<file path="src/hdl/orot_pkg.sv">
// ----------------------------------------------------------------------------
// Oriented rectangle overlap test - shared definitions
// Widths, corner-store geometry, sequencer states and the vector type used by
// the dot-product unit.
// ----------------------------------------------------------------------------
package orot_pkg;

	// Corner coordinate width, signed with 4 fraction bits.
	localparam int COORD_BITS = 16;
	// A difference of two coordinates needs one more bit.
	localparam int DIFF_BITS  = COORD_BITS + 1;
	// One exact product of two differences.
	localparam int PROD_BITS  = 2 * DIFF_BITS;
	// Sum of two products (dot product or squared edge length).
	localparam int SUM_BITS   = PROD_BITS + 1;

	// Corner store: two rectangles of four corners, x in the low half.
	localparam int NUM_CORNERS = 8;
	localparam int ADDR_BITS   = $clog2(NUM_CORNERS);
	localparam int ENTRY_BITS  = 2 * COORD_BITS;

	// Corner numbers that, with corner 0, define the two tested edges.
	localparam logic [1:0] CORNER_ORIGIN = 2'd0;
	localparam logic [1:0] CORNER_EDGE_E = 2'd1;
	localparam logic [1:0] CORNER_EDGE_F = 2'd3;
	localparam logic [1:0] CORNER_LAST   = 2'd3;
	localparam logic [1:0] AXIS_LAST     = 2'd3;

	typedef struct packed {
		logic signed [DIFF_BITS-1:0] x;
		logic signed [DIFF_BITS-1:0] y;
	} dvec_t;

	typedef enum logic [2:0] {
		S_IDLE,
		S_ORG_RD,
		S_ORG_CAP,
		S_EDGE_MUL,
		S_EDGE_ADD,
		S_PT_MUL,
		S_PT_ADD,
		S_CHECK
	} state_t;

endpackage

</file>
<file path="src/hdl/orot_dot.sv">
// ----------------------------------------------------------------------------
// Dot-product unit
// Two signed multipliers with registered products, summed on the way out.
// ----------------------------------------------------------------------------
module orot_dot (
	input  logic                                clk,
	input  orot_pkg::dvec_t                     u,
	input  orot_pkg::dvec_t                     v,
	output logic signed [orot_pkg::SUM_BITS-1:0] sum
);

	logic signed [orot_pkg::PROD_BITS-1:0] px_s1;
	logic signed [orot_pkg::PROD_BITS-1:0] py_s1;

	// The products are free running; the sum is valid in the cycle after u and v.
	always_ff @(posedge clk) begin
		px_s1 <= u.x * v.x;
		py_s1 <= u.y * v.y;
	end

	assign sum = orot_pkg::SUM_BITS'(px_s1) + orot_pkg::SUM_BITS'(py_s1);

endmodule

</file>
<file path="config.mk">
export PLATFORM = sky130hd
export DESIGN_NAME = orot_dot
export DESIGN_NICKNAME = d
export VERILOG_FILES = /design/src/hdl/orot_pkg.sv /design/src/hdl/orot_dot.sv
export SDC_FILE = /design/constraint.sdc
export NUM_CORES = 2
export LEC_CHECK = 0
export BUFFER_PORTS_ARGS = -buffer_cell sky130_fd_sc_hd__buf_4
export CAP_MARGIN = 40
export CORE_MARGIN = 2
export CORE_UTILIZATION = 60
export CTS_CLUSTER_DIAMETER = 50
export CTS_CLUSTER_SIZE = 14
export DETAILED_ROUTE_END_ITERATION = 16
export PLACE_DENSITY = 0.88
export SLEW_MARGIN = 10
export SYNTH_ARGS = -nofsm -noshare
export SYNTH_HDL_FRONTEND = slang
export SYNTH_SLANG_ARGS = --single-unit
</file>
<file path="constraint.sdc">
create_clock -name clk -period 5.8 [get_ports clk]
set_input_delay 0.58 -clock clk [delete_from_list [all_inputs] [get_ports clk]]
set_output_delay 0.58 -clock clk [all_outputs]
set_load 0.02 [all_outputs]
</file>
# Yosys cells after proc, flatten, opt, wreduce, memory -nomap -nowiden
# Cells that the tools add are included.
# totals
ff_bits	68
in_bits	69
out_inout_bits	35
wordCells	5
# op_classes
add_sub_neg	1
n_mul	2
# op_table
cell	n
multiplier 17 x 17 -> 34 bit	2
adder 34 x 34 -> 35 bit	1

# Longest topological paths before layout
# depth
ltp_word	1
mapped_depth	25
mapped_depth_nobuf	23

# Worst setup path after synthesis
# Ideal clock, no wire load.
# synth_path
kind	input port to flip-flop
startpoint	input u[33] in the netlist's numbering
endpoint	register px_s1[33] in the netlist's numbering
t_arrival_ns	6.268
required_ns	5.728
slack_ns	-0.540
stages	22
n_path_buf	2
cell_sequence	clkbuf_1 clkbuf_1 nand2_1 inv_1 fa_1 fa_1 fa_1 fa_1 fa_1 inv_1 fa_1 inv_1 ha_1 and2_1 o2111ai_1 a21oi_1 a211oi_1 o31ai_1 a21bo_1 a21o_1 a21oi_1 xnor2_1
# synth_between
elab_chain_cells	1
# synth_rtl
item	line_no	source
from (decl)	orot_dot.sv:7	input orot_pkg::dvec_t u,
multiplier 17 x 17 -> 34 bit	orot_dot.sv:17	px_s1 <= u.x * v.x;
to (signal assigned)	orot_dot.sv:17	
to (decl)	orot_dot.sv:12	logic signed [orot_pkg::PROD_BITS-1:0] px_s1;
# No other way between the ends.

# Final worst setup path
# layout_path
startpoint	input u[6] in the netlist's numbering
endpoint	register py_s1[32] in the netlist's numbering
# layout_between
elab_chain_cells	1
# layout_rtl
item	line_no	source
multiplier 17 x 17 -> 34 bit	orot_dot.sv:18	py_s1 <= u.y * v.y;
to (signal assigned)	orot_dot.sv:18	
to (decl)	orot_dot.sv:13	logic signed [orot_pkg::PROD_BITS-1:0] py_s1;
# No other way between the ends.

==> flow_metrics.env <==
export IMPL_status="finished, violations left"
export IMPL_hold_viol=0
export IMPL_setup_tns_ps=-15.28
export IMPL_place_congestion=0.9179
export IMPL_fillers=2792
export IMPL_htreeDepth=3
export IMPL_synth_edf_count=0
export IMPL_synthArstFlopShare_pct=0
export IMPL_grt_pass1_vias=22140
export IMPL_fin_cells=3531
export IMPL_min_from="v[17]"
export IMPL_antenna_found_initial=0
export IMPL_die_h_um=207.3
export IMPL_setup_viol=1
export IMPL_slew_viol_final=0
export IMPL_portBuffers=103
export IMPL_crit_type="primary input to flop"
export IMPL_fin_util_pct=71.19
export IMPL_violations="negative setup slack"
export IMPL_area_delta_synth_final_pct=17.21
export IMPL_synth_area_per_cell_um2=9.253
export IMPL_startpoint="u[6]"
export IMPL_synthCells=2680
export IMPL_max_slew_margin_pct=45.12
export IMPL_period_minus_slack_ps=5815
export IMPL_period_share_pct=100.3
export IMPL_die_width_um=207.3
export IMPL_clk_pin_slew_ps=60
export IMPL_netlist_area_um2=24800
export IMPL_synth_yosys_seq_area_share_pct=5.489
export IMPL_dpl_hpwl_um=52170
export IMPL_row_count=74
export IMPL_first_iter_violations=1119
export IMPL_cp_endpoint="py_s1[32]$_DFF_P_"
export IMPL_clockBufferDepth=2
export IMPL_grt_pass1_wl_um=101900
export IMPL_ys_warn_count=0
export IMPL_finalNetCount=3860
export IMPL_cap_violations=0
export IMPL_core_area_um2=40830
export IMPL_dp_cells=3494
export IMPL_dieArea_um2=42970
export IMPL_syn_num_nets=3546
export IMPL_crit_fanout=10
export IMPL_end_kind="flop"
export IMPL_routedWlPerCell_um=17.26
export IMPL_hold_path_class="primary input to flop"
export IMPL_pin_count=104
export IMPL_dr_pass1_iters=5
export IMPL_tightest_slew_ps=812.9
export IMPL_worstPathRequired_ps=6070
export IMPL_synth_cell_type_count=73
export IMPL_cts_root_buf="clkbuf_16"
export IMPL_ant_nets=0
export IMPL_rsz0062_at_grt="true"
export IMPL_drive_above_1_share_pct=17.81
export IMPL_arrival_ps=6080
export IMPL_initial_utilization_pct=60.73
export IMPL_drc=0
export IMPL_grt_usage_pct=28.99
export IMPL_synth_main_ff_cell="dfxtp_1"
export IMPL_start_kind="primary input"
export IMPL_vias_per_cell=5.486
export IMPL_via_count=19370
export IMPL_wirelength_um=60950
export IMPL_grt_overflow=0
export IMPL_ys_ff_latch=68
export IMPL_final_setup_worst_slack_ps=-15.28
export IMPL_pre_cts_slack_ps=-445.0
export IMPL_grt_start_max_net_pins=18
export IMPL_n_antenna_cell=0
export IMPL_cts_buffers=9
export IMPL_cts_tree="yes"
export IMPL_cts_sink_count=68
export IMPL_fmax_mhz=172.0
## worst min path at each step
| stage | end | cells past startpoint |
|---|---|---|
| 2_1_floorplan | px_s1[0]$_DFF_P_ | 1 |
| 3_3_place_gp | px_s1[0]$_DFF_P_ | 2 |
| 3_5_place_dp | px_s1[0]$_DFF_P_ | 2 |
| 4_1_cts | px_s1[0]$_DFF_P_ | 2 |
| 5_1_grt | px_s1[0]$_DFF_P_ | 2 |
| 6_report | px_s1[0]$_DFF_P_ | 2 |
## timing repair
item | CTS | global route
hold buffers | 0 | 0
resized for setup | 8 | 125
buffers inserted | 1 | 20
pin swaps | 4 | 88
setup endpoints to repair | 6 | 21
endpoints found under the hold margin | 0 | 0
## state kept, by name (all words and copies together) (netlist names)
| register | count |
|---|---|
| px_s1 | 34 |
| py_s1 | 34 |
## worst max-delay path, cell delays in order
cell	delay, ps
buf_4	160
buf_4	160
and2_1	170
fa_1	570
fa_1	470
fa_1	520
fa_1	510
fa_1	500
inv_1	50
fa_1	480
inv_1	70
ha_4	230
a21oi_4	160
o21bai_1	110
a21oi_2	210
o21ai_2	90
a22o_1	220
a31oi_4	170
a211oi_2	100
or4_4	430
nand4_1	100
## synth_stat cells (10+ instances only)
cell type / n / area [um2]
a21oi_1: 78 / 390.4
nor2b_1: 10 / 62.56
fa_1: 593 / 11870
xor2_1: 20 / 175.2
xnor2_1: 78 / 683.2
o21a_1: 13 / 97.59
dfxtp_1: 68 / 1361
a21o_1: 40 / 300.3
o21bai_1: 14 / 105.1
nor2_1: 67 / 251.5
and2_1: 293 / 1833
inv_1: 659 / 2474
nand2b_1: 19 / 118.9
clkbuf_1: 78 / 292.8
o21ai_0: 30 / 150.1
ha_1: 204 / 2552
nand2_1: 279 / 1047
o21ai_1: 12 / 60.06
## kinds of logic after synthesis
group / synth area share (%)
AND/OR/NAND/NOR: 14.76
flip-flops: 5.489
buffers and inverters: 11.18
XOR/XNOR: 3.461
AO/OA/AOI/OAI: 6.953
adder cells (fa/ha/maj): 58.16
## metal layers
metal	vias to the layer above	track usage [%]	wire [um]
met1	9937	36.39	23190
met3	179	3.510	3473
met4	0	9.877	2086
li1	8588	-	-
met5	-	0	0
met2	668	51.99	32190
## area by class of cell
cell class                      instances  area, um2  area share [%]
Multi-Input combinational cell       1874      21170           72.84
Timing Repair Buffer                  382       3072           10.57
Inverter                              659       2477           8.523
Sequential cell                        68       1361           4.683
Tap cell                              532      665.6           2.290
Clock buffer                           11      242.7          0.8351
Clock inverter                          5      75.07          0.2583
## through the flow
stage / hold slack [ps] / area (um2)
2_1_floorplan: 701.7 / 25130
3_3_place_gp: 946.8 / 28070
3_5_place_dp: 936.3 / 28070
4_1_cts: 593.9 / 28420
5_1_grt: 625.0 / 29070
6_report: 602.2 / 29070
## cells in the final DEF, fill, tap and decap left out, types with 13 or more instances in the layout
cell type,Yosys,final
buf_4,0,344
nand2_1,279,272
o21ai_0,30,23
o21a_1,13,13
dfxtp_1,68,68
fa_1,593,577
a21o_1,40,40
nor2_1,67,64
xnor2_1,78,78
a21oi_2,1,19
and2_1,293,280
nand2b_1,19,19
ha_1,204,191
a21oi_1,78,59
fa_2,0,16
inv_1,659,643
o21ai_1,12,15
buf_6,0,29
and2_4,0,13
xor2_1,20,20
inv_2,0,15
Power is left out: the tool's default activity adds up to more than one toggle a clock period on the data nets, which glitch-free logic cannot reach.
